==> src/sv/pa_ffbf_pkg.sv <==
// Shared types and codes of the partition allocator.
// No dependencies.
`default_nettype none
package pa_ffbf_pkg;

	typedef enum logic [2:0] {
		ST_OK      = 3'd0,
		ST_DUP     = 3'd1,
		ST_NOFIT   = 3'd2,
		ST_FULL    = 3'd3,
		ST_UNKNOWN = 3'd4
	} status_t;

	typedef enum logic {
		OP_CLAIM   = 1'b0,
		OP_RELEASE = 1'b1
	} opcode_t;

	localparam int unsigned CFG_IDX_W = 1;

	typedef enum logic [CFG_IDX_W-1:0] {
		CFG_MEMORY_SIZE = 1'b0,
		CFG_FIT_POLICY  = 1'b1
	} cfg_idx_t;

	localparam logic FIT_FIRST = 1'b0;

endpackage
`default_nettype wire

==> src/sv/pa_ffbf_ifs.sv <==
// Request and response channels of the partition allocator.
// No dependencies.
`default_nettype none
interface pa_req_if #(
	parameter int unsigned ADDR_BITS  = 16,
	parameter int unsigned OWNER_BITS = 8
);
	logic                  valid;
	logic                  ready;
	logic                  opcode;
	logic [OWNER_BITS-1:0] owner_id;
	logic [ADDR_BITS-1:0]  request_size;

	modport source (output valid, opcode, owner_id, request_size, input ready);
	modport sink (input valid, opcode, owner_id, request_size, output ready);
endinterface

interface pa_rsp_if #(
	parameter int unsigned ADDR_BITS = 16
);
	logic                 valid;
	logic                 ready;
	logic [2:0]           status;
	logic [ADDR_BITS-1:0] granted_start;

	modport source (output valid, status, granted_start, input ready);
	modport sink (input valid, status, granted_start, output ready);
endinterface
`default_nettype wire

==> src/sv/partition_allocator_ff_bf_top.sv <==
// Partition allocator top level: partition table memory and its sequencer.
// Depends on pa_ffbf_pkg and the channel interfaces in pa_ffbf_ifs.sv.
//
// One request at a time. The partition table lives in a memory with one write
// and one registered read port; every pass streams the table through that read
// port at one entry per cycle. With N entries in use, an allocate makes a lookup
// pass over the N entries, plus a shift pass over the tail when a split of entry
// t shifts the tail up. A release makes a lookup pass, then a compaction pass that
// merges neighboring free partitions. After reset and after each write of the
// memory size register, state S_INIT rebuilds entry 0 before requests are taken.
// A finished result waits in the output register while the next request is
// accepted.
`default_nettype none
module partition_allocator_ff_bf_top #(
	parameter int unsigned ENTRY_COUNT = 64,
	parameter int unsigned ADDR_BITS   = 16,
	parameter int unsigned OWNER_BITS  = 8
) (
	input  wire                              clk,
	input  wire                              arst_n,
	pa_req_if.sink                           req,
	pa_rsp_if.source                         rsp,
	input  wire                              cfg_we,
	input  wire [pa_ffbf_pkg::CFG_IDX_W-1:0] cfg_idx,
	input  wire [ADDR_BITS-1:0]              cfg_data
);
	import pa_ffbf_pkg::*;

	localparam int unsigned IDX_W = (ENTRY_COUNT > 1) ? $clog2(ENTRY_COUNT) : 1;
	localparam int unsigned CNT_W = $clog2(ENTRY_COUNT + 1);

	typedef struct packed {
		logic [ADDR_BITS-1:0]  start;
		logic [ADDR_BITS-1:0]  len;
		logic                  free;
		logic [OWNER_BITS-1:0] owner;
	} entry_t;

	typedef enum logic [9:0] {
		S_INIT   = 10'b0000000001,
		S_IDLE   = 10'b0000000010,
		S_SCAN   = 10'b0000000100,
		S_DECIDE = 10'b0000001000,
		S_SHIFT  = 10'b0000010000,
		S_SPLIT  = 10'b0000100000,
		S_WRT    = 10'b0001000000,
		S_MERGE  = 10'b0010000000,
		S_MEND   = 10'b0100000000,
		S_DONE   = 10'b1000000000
	} state_t;

	state_t state_q;

	entry_t mem [ENTRY_COUNT];
	entry_t rd_q;
	logic   wr_en;
	logic [IDX_W-1:0] wr_addr;
	entry_t wr_data;

	logic [ADDR_BITS-1:0]  mem_words_q;
	logic                  fit_policy_q;
	logic [CNT_W-1:0]      part_count_q;

	logic                  op_q;
	logic [OWNER_BITS-1:0] owner_q;
	logic [ADDR_BITS-1:0]  want_q;

	logic [IDX_W-1:0] iss_q, iss_last_q;
	logic             iss_on_q, iss_dn_q;
	logic             rd_vld_s1;
	logic [IDX_W-1:0] rd_idx_s1;

	logic                 match_q;
	logic [IDX_W-1:0]     match_idx_q;
	logic                 pick_q;
	logic [IDX_W-1:0]     pick_idx_q;
	logic [ADDR_BITS-1:0] pick_start_q, pick_len_q, pick_left_q;
	logic                 split_q;

	entry_t           held_q;
	logic             held_vld_q;
	logic [IDX_W-1:0] w_q;

	status_t              st_q;
	logic [ADDR_BITS-1:0] gr_q;
	logic                 out_valid_q;
	status_t              out_st_q;
	logic [ADDR_BITS-1:0] out_gr_q;

	entry_t               e;
	logic [ADDR_BITS-1:0] left;
	logic                 fits;
	logic                 last;
	logic                 absorb;
	logic [IDX_W-1:0]     cnt_m1;

	assign cnt_m1 = IDX_W'(part_count_q - CNT_W'(1));
	assign last   = (rd_idx_s1 == iss_last_q);
	assign fits   = e.free && (e.len >= want_q);
	assign left   = e.len - want_q;
	assign absorb = held_vld_q && held_q.free && e.free;

	always_comb begin
		e = rd_q;
		if (state_q == S_MERGE && rd_idx_s1 == match_idx_q) begin
			e.free = 1'b1;
		end
	end

	// memory write port
	always_comb begin
		wr_en   = 1'b0;
		wr_addr = '0;
		wr_data = '0;
		unique case (state_q)
			S_INIT: begin
				wr_en         = 1'b1;
				wr_data.len   = mem_words_q;
				wr_data.free  = 1'b1;
			end
			S_SHIFT: begin
				wr_en   = rd_vld_s1;
				wr_addr = rd_idx_s1 + IDX_W'(1);
				wr_data = rd_q;
			end
			S_SPLIT: begin
				wr_en         = 1'b1;
				wr_addr       = pick_idx_q + IDX_W'(1);
				wr_data.start = pick_start_q + want_q;
				wr_data.len   = pick_len_q - want_q;
				wr_data.free  = 1'b1;
			end
			S_WRT: begin
				wr_en         = 1'b1;
				wr_addr       = pick_idx_q;
				wr_data.start = pick_start_q;
				wr_data.len   = want_q;
				wr_data.owner = owner_q;
			end
			S_MERGE: begin
				wr_en   = rd_vld_s1 && held_vld_q && !absorb;
				wr_addr = w_q;
				wr_data = held_q;
			end
			S_MEND: begin
				wr_en   = 1'b1;
				wr_addr = w_q;
				wr_data = held_q;
			end
			default: begin
			end
		endcase
	end

	always_ff @(posedge clk) begin
		if (wr_en) begin
			mem[wr_addr] <= wr_data;
		end
		rd_q <= mem[iss_q];
	end

	always_ff @(posedge clk or negedge arst_n) begin
		if (!arst_n) begin
			state_q       <= S_INIT;
			mem_words_q   <= '1;
			fit_policy_q  <= FIT_FIRST;
			part_count_q  <= CNT_W'(1);
			iss_q         <= '0;
			iss_last_q    <= '0;
			iss_on_q      <= 1'b0;
			iss_dn_q      <= 1'b0;
			rd_vld_s1     <= 1'b0;
			rd_idx_s1     <= '0;
			match_q       <= 1'b0;
			pick_q        <= 1'b0;
			split_q       <= 1'b0;
			held_vld_q    <= 1'b0;
			w_q           <= '0;
			out_valid_q   <= 1'b0;
		end else begin
			rd_vld_s1 <= iss_on_q;
			rd_idx_s1 <= iss_q;
			if (iss_on_q) begin
				if (iss_q == iss_last_q) begin
					iss_on_q <= 1'b0;
				end else if (iss_dn_q) begin
					iss_q <= iss_q - IDX_W'(1);
				end else begin
					iss_q <= iss_q + IDX_W'(1);
				end
			end

			if (state_q == S_DONE && (!out_valid_q || rsp.ready)) begin
				out_valid_q <= 1'b1;
			end else if (rsp.ready) begin
				out_valid_q <= 1'b0;
			end

			unique case (state_q)
				S_INIT: begin
					part_count_q <= CNT_W'(1);
					state_q      <= S_IDLE;
				end
				S_IDLE: begin
					if (req.valid) begin
						op_q       <= req.opcode;
						owner_q    <= req.owner_id;
						want_q     <= req.request_size;
						match_q    <= 1'b0;
						pick_q     <= 1'b0;
						iss_q      <= '0;
						iss_last_q <= cnt_m1;
						iss_dn_q   <= 1'b0;
						iss_on_q   <= 1'b1;
						state_q    <= S_SCAN;
					end
				end
				S_SCAN: begin
					if (rd_vld_s1) begin
						if (!match_q && !e.free && e.owner == owner_q) begin
							match_q     <= 1'b1;
							match_idx_q <= rd_idx_s1;
						end
						if (fits && (!pick_q ||
						    (fit_policy_q != FIT_FIRST && left < pick_left_q))) begin
							pick_q       <= 1'b1;
							pick_idx_q   <= rd_idx_s1;
							pick_start_q <= e.start;
							pick_len_q   <= e.len;
							pick_left_q  <= left;
						end
						if (last) begin
							state_q <= S_DECIDE;
						end
					end
				end
				S_DECIDE: begin
					gr_q <= '0;
					if (op_q == OP_RELEASE) begin
						if (!match_q) begin
							st_q    <= ST_UNKNOWN;
							state_q <= S_DONE;
						end else begin
							held_vld_q <= 1'b0;
							w_q        <= '0;
							iss_q      <= '0;
							iss_last_q <= cnt_m1;
							iss_dn_q   <= 1'b0;
							iss_on_q   <= 1'b1;
							state_q    <= S_MERGE;
						end
					end else if (match_q) begin
						st_q    <= ST_DUP;
						state_q <= S_DONE;
					end else if (!pick_q) begin
						st_q    <= ST_NOFIT;
						state_q <= S_DONE;
					end else if (pick_len_q > want_q) begin
						split_q <= 1'b1;
						if (part_count_q == CNT_W'(ENTRY_COUNT)) begin
							st_q    <= ST_FULL;
							state_q <= S_DONE;
						end else if (cnt_m1 == pick_idx_q) begin
							state_q <= S_SPLIT;
						end else begin
							iss_q      <= cnt_m1;
							iss_last_q <= pick_idx_q + IDX_W'(1);
							iss_dn_q   <= 1'b1;
							iss_on_q   <= 1'b1;
							state_q    <= S_SHIFT;
						end
					end else begin
						split_q <= 1'b0;
						state_q <= S_WRT;
					end
				end
				S_SHIFT: begin
					if (rd_vld_s1 && last) begin
						state_q <= S_SPLIT;
					end
				end
				S_SPLIT: begin
					state_q <= S_WRT;
				end
				S_WRT: begin
					if (split_q) begin
						part_count_q <= part_count_q + CNT_W'(1);
					end
					st_q    <= ST_OK;
					gr_q    <= pick_start_q;
					state_q <= S_DONE;
				end
				S_MERGE: begin
					if (rd_vld_s1) begin
						if (absorb) begin
							held_q.len <= held_q.len + e.len;
						end else begin
							if (held_vld_q) begin
								w_q <= w_q + IDX_W'(1);
							end
							held_q     <= e;
							held_vld_q <= 1'b1;
						end
						if (last) begin
							state_q <= S_MEND;
						end
					end
				end
				S_MEND: begin
					part_count_q <= CNT_W'(w_q) + CNT_W'(1);
					st_q         <= ST_OK;
					state_q      <= S_DONE;
				end
				S_DONE: begin
					if (!out_valid_q || rsp.ready) begin
						out_st_q    <= st_q;
						out_gr_q    <= gr_q;
						state_q     <= S_IDLE;
					end
				end
				default: begin
					state_q <= S_INIT;
				end
			endcase

			if (cfg_we) begin
				unique case (cfg_idx)
					CFG_MEMORY_SIZE: begin
						mem_words_q <= cfg_data;
						state_q     <= S_INIT;
					end
					CFG_FIT_POLICY: fit_policy_q <= cfg_data[0];
					default: begin
					end
				endcase
			end
		end
	end

	assign req.ready         = (state_q == S_IDLE);
	assign rsp.valid         = out_valid_q;
	assign rsp.status        = out_st_q;
	assign rsp.granted_start = out_gr_q;

	a_count_range: assert property (@(posedge clk) disable iff (!arst_n)
		part_count_q != '0 && part_count_q <= CNT_W'(ENTRY_COUNT))
		else $error("partition count out of range");

	a_fail_no_grant: assert property (@(posedge clk) disable iff (!arst_n)
		out_valid_q && out_st_q != ST_OK |-> out_gr_q == '0)
		else $error("grant on failed request");

	a_shift_room: assert property (@(posedge clk) disable iff (!arst_n)
		state_q == S_SHIFT |-> part_count_q < CNT_W'(ENTRY_COUNT))
		else $error("shift with full table");

	a_one_state: assert property (@(posedge clk) disable iff (!arst_n)
		$onehot(state_q))
		else $error("state not one-hot");

	a_split_grows: assert property (@(posedge clk) disable iff (!arst_n)
		state_q == S_WRT && split_q |=> part_count_q == $past(part_count_q) + CNT_W'(1))
		else $error("split did not grow table");

endmodule
`default_nettype wire

==> src/flat_wrapper.sv <==
// flat-port wrapper written by rule: the top's interface ports become plain ports
module partition_allocator_ff_bf_top_flat import pa_ffbf_pkg::*;
#(
	parameter int unsigned ENTRY_COUNT = 64,
	parameter int unsigned ADDR_BITS   = 16,
	parameter int unsigned OWNER_BITS  = 8
)
  (clk, arst_n, cfg_we, cfg_idx, cfg_data, req_valid, req_opcode, req_owner_id, req_request_size, req_ready, rsp_valid, rsp_status, rsp_granted_start, rsp_ready);
  pa_req_if #(.ADDR_BITS(ADDR_BITS), .OWNER_BITS(OWNER_BITS)) req_i ();
  pa_rsp_if #(.ADDR_BITS(ADDR_BITS)) rsp_i ();
  input  wire clk;
  input  wire arst_n;
  input  wire cfg_we;
  input  wire [pa_ffbf_pkg::CFG_IDX_W-1:0] cfg_idx;
  input  wire [ADDR_BITS-1:0] cfg_data;
  input wire logic [$bits(req_i.valid)-1:0] req_valid;
  input wire logic [$bits(req_i.opcode)-1:0] req_opcode;
  input wire logic [$bits(req_i.owner_id)-1:0] req_owner_id;
  input wire logic [$bits(req_i.request_size)-1:0] req_request_size;
  output wire logic [$bits(req_i.ready)-1:0] req_ready;
  output wire logic [$bits(rsp_i.valid)-1:0] rsp_valid;
  output wire logic [$bits(rsp_i.status)-1:0] rsp_status;
  output wire logic [$bits(rsp_i.granted_start)-1:0] rsp_granted_start;
  input wire logic [$bits(rsp_i.ready)-1:0] rsp_ready;
  assign req_i.valid = req_valid;
  assign req_i.opcode = req_opcode;
  assign req_i.owner_id = req_owner_id;
  assign req_i.request_size = req_request_size;
  assign req_ready = req_i.ready;
  assign rsp_valid = rsp_i.valid;
  assign rsp_status = rsp_i.status;
  assign rsp_granted_start = rsp_i.granted_start;
  assign rsp_i.ready = rsp_ready;
  partition_allocator_ff_bf_top #(.ENTRY_COUNT(ENTRY_COUNT), .ADDR_BITS(ADDR_BITS), .OWNER_BITS(OWNER_BITS)) u_core (.clk(clk), .arst_n(arst_n), .req(req_i), .rsp(rsp_i), .cfg_we(cfg_we), .cfg_idx(cfg_idx), .cfg_data(cfg_data));
endmodule
==> config.mk <==
export PLATFORM = sky130hd
export DESIGN_NAME = partition_allocator_ff_bf_top_flat
export DESIGN_NICKNAME = d
export VERILOG_FILES = /design/src/sv/pa_ffbf_pkg.sv /design/src/sv/pa_ffbf_ifs.sv /design/src/sv/partition_allocator_ff_bf_top.sv /design/src/flat_wrapper.sv
export SDC_FILE = /design/constraint.sdc
export NUM_CORES = 2
export LEC_CHECK = 0
export ABC_AREA = 1
export BUFFER_PORTS_ARGS = -buffer_cell sky130_fd_sc_hd__buf_2
export CAP_MARGIN = 25
export CORE_MARGIN = 1.5
export CORE_UTILIZATION = 60
export CTS_CLUSTER_DIAMETER = 120
export DETAILED_ROUTE_END_ITERATION = 10
export PLACE_DENSITY = 0.76
export SYNTH_ARGS = -nofsm -noshare
export SYNTH_HDL_FRONTEND = slang
export SYNTH_SLANG_ARGS = --single-unit
==> constraint.sdc <==
create_clock -name clk -period 13.49 [get_ports clk]
set_clock_uncertainty 0.1 [all_clocks]
set_input_delay 2.698 -clock clk [delete_from_list [all_inputs] [get_ports clk]]
set_output_delay 2.698 -clock clk [all_outputs]
set_load 0.01 [all_outputs]
==> metrics <==
status complete, no violations; mapped cell area roughly 120,000 sq um; Iteration-0 DRC Markers 13,100; sw power ~10 mW; worst setup path startpoint u_core.state_q[9]; Crit path depth 12; Worst Reg2Reg Path Length in Cells 12; clk root buf clkbuf_16; ys async rst share 0.0228; Crit Path Category reg2reg; setup violators final 0; crit path time final around 5.6 ns; Worst Hold Class reg2reg; internal power about 17 mW; clock share of power 0.288; Worst EP required between 10 and 15 ns; distinct cell type count after synthesis between 50 and 60; Die X-Extent 446 um; syn_area_per_cell around 12 sq um; depth of the CTS H-tree 5; worst setup margin just under 8 ns; vias per cell about 6.6; #FFs+latches synth ~2,900; Total GRT Usage 0.333; max FFs per register between 2,000 and 3,000; via count 81,300; Hold Buf Count CTS 0; capture point of the worst reg-to-reg path u_core.mem[36][7]; Leakage 42.9 nW; Buf/Inv on CP 2; Starting Density 0.604; Non-Filler Instances ~12,000; Slowest cell on crit path nor2_4; postcts setup bufs 0; Final Cycle Share 0.418; Yosys Warn Count 0; worst path cell trace nor2_2, nand2_1, nor2_1, nand2_1, inv_2, nand3_1, o21ai_0, nor2_1, nor2_1, nand2_2, nor2_4, buf_4; syn nets roughly 9,800; Syn-to-layout area delta 10.8%; number of flops mapped to enable cells by yosys between 2,000 and 3,000; max_cap viols 0; sequential power share 0.393; max_slew headroom 0.280; TritonRoute pass-1 iters 6; crit-path max FO 36; clk sinks 2,895; Final Hold Vio Count 0; Worst Setup EP u_core.mem[36][7]; pre-CTS setup slack about 7.9 ns; total grt overflow 0; clock latency on the worst-skew pair 0.96 ns; Arr. time, crit path ~6.1 ns; Power Total approximately 27 mW; Final Util 0.670; CTS tree yes; placed instance area 122,000 sq um; R2R setup slack roughly 7.9 ns; CP peak stage delay approximately 0.86 ns; RSZ-0062 raised after global routing false; initial antenna violation count 19; power per cell area between 200 and 250 nW/um^2; Port Buf Inserts 67; Final TNS setup 0 ns; Worst VDD drop approximately 0.00019 V; Detailed Route WL around 340,000 um; die area 199,000 sq um; Cell Rows 162; most used cell, CP nor2_1; post-route ant nets 0; largest net degree at the start of global routing between 200 and 250; first-pass GRT wire length 492,000 um; # DRC 0; Slew @ Worst Pin roughly 1.1 ns; Reg-to-Reg Start u_core.state_q[9]; Die H roughly 450 um; Slew Viols, Final 0; most common flop cell mapped by yosys edfxtp_1; Mapped Cells a little under 10,000; CTS Buf Count 300; cell count after placement 11,900; combinational power share 0.318; Sw Share 0.369; Max Clk Rate between 0.15 and 0.2 GHz; dpl hpwl approximately 170,000 um; vias in the first global route ~78,000; core area between 150,000 and 200,000 sq um; Final Net Count slightly below 10,000; fraction of layout cells with a size suffix above 1 0.0861; Post-CTS Resized 0; I/O pins 68; Largest Register u_core.mem; Clock Path Buffers 4; fin area 131,000 sq um; clock slew at reported path FFs approximately 0.060 ns; Crit path max-delay family simple AND/OR/NAND/NOR gates; drt wl/cell between 20 and 30 um; type of origin of the critical path flop; hold_ws around 0.29 ns; Critical Path Sink Type flop; register area share after synthesis 0.731; routability cong. 0.931
[metal layers]
layer  track usage  up-vias  part of all wire
met2         0.519     5836              0.46
met5             0        -          0.000080
met4         0.150        4             0.047
li1              -    35000                 -
met1         0.454    39500              0.36
met3        0.0728      994              0.13
[power groups by stage]
stage	registers [mW]	clock network [mW]	logic, mW
floorplan	10.7	0	5.67
global placement	10.9	0	8.08
detailed placement	10.9	0	8.34
CTS	10.7	7.90	8.43
global route	10.7	8.24	9.37
finish	10.7	7.88	8.69
[cells in the final DEF (no fill, tap or decap), types with 41 or more instances in the layout]
cell type / instances
nor2_4: 68
clkinv_1: 63
clkbuf_16: 307
edfxtp_1: 2788
ha_1: 87
clkbuf_1: 59
clkinv_2: 41
nand3_1: 581
buf_2: 68
nand2_1: 1189
dfxtp_1: 41
inv_1: 203
a21oi_1: 107
dfrtp_1: 42
o21ai_0: 1415
buf_4: 147
nor2_1: 1472
o22ai_1: 658
[synthesized netlist by cell type, types with 4 or more instances]
library cell,instances,share of area
edfxtp_1,2788,0.71
nor2_1,1539,0.049
o21ai_0,1425,0.060
nand2_1,1204,0.038
o22ai_1,658,0.035
nand3_1,586,0.025
clkbuf_1,417,0.013
inv_1,205,0.0065
buf_2,110,0.0047
a21oi_1,108,0.0046
ha_1,87,0.0092
buf_1,57,0.0018
dfrtp_1,48,0.010
dfxtp_1,41,0.0070
xor2_1,35,0.0026
nand4_1,28,0.0015
a221oi_1,24,0.0018
and2_1,24,0.0013
o211ai_1,23,0.0015
nor3_1,19,0.00081
dfstp_2,18,0.0040
mux2_2,14,0.0013
inv_2,13,0.00041
xnor2_1,13,0.00096
nand2_2,11,0.00058
or2_2,10,0.00053
buf_4,8,0.00051
a211oi_1,7,0.00045
a21o_1,7,0.00045
nand3_2,7,0.00059
nand3b_1,7,0.00045
o221ai_1,7,0.00052
a31oi_1,6,0.00032
nor2_2,6,0.00032
nor4_1,6,0.00032
a21boi_0,5,0.00032
fa_1,5,0.00085
nand4_2,5,0.00053
nand2_4,4,0.00038
o31ai_1,4,0.00025
[logic make-up (layout without fill, tap and decap cells)]
group	count (synthesis)	after routing	synth area share
AO/OA/AOI/OAI	2291	2291	0.107
XOR/XNOR	48	48	0.00356
adder cells (fa/ha/maj)	92	92	0.0101
buffers and inverters	815	970	0.0275
flip-flops	2895	2895	0.731
multiplexers	14	14	0.00134
other	0	2	0
AND/OR/NAND/NOR	3465	3465	0.120
[cell type report]
cell class	instances	area, sq um
clock buffers	375	8030
flip-flops and latches	2895	86200
inverters	220	861
fillers	13200	64400
repair buffers	236	1870
clock inverters	139	1130
diodes	2	5.00
well taps	2624	3280
multi-input cells	5910	29300
[how the worst min path moves through the flow]
stage                          startpoint                  end  slack [ns]  depth (start not counted)
after detailed placement  u_core.iss_on_q     u_core.rd_vld_s1        0.27                          0
after global placement    u_core.iss_on_q     u_core.rd_vld_s1        0.27                          0
after global routing      u_core.iss_on_q     u_core.rd_vld_s1        0.29                          0
final                     u_core.iss_on_q     u_core.rd_vld_s1        0.29                          0
after CTS                 u_core.iss_on_q     u_core.rd_vld_s1        0.29                          0
after floorplan           u_core.iss_q[5]  u_core.rd_idx_s1[5]        0.25                          0
Note: power is estimated with default switching activity, not from simulation.
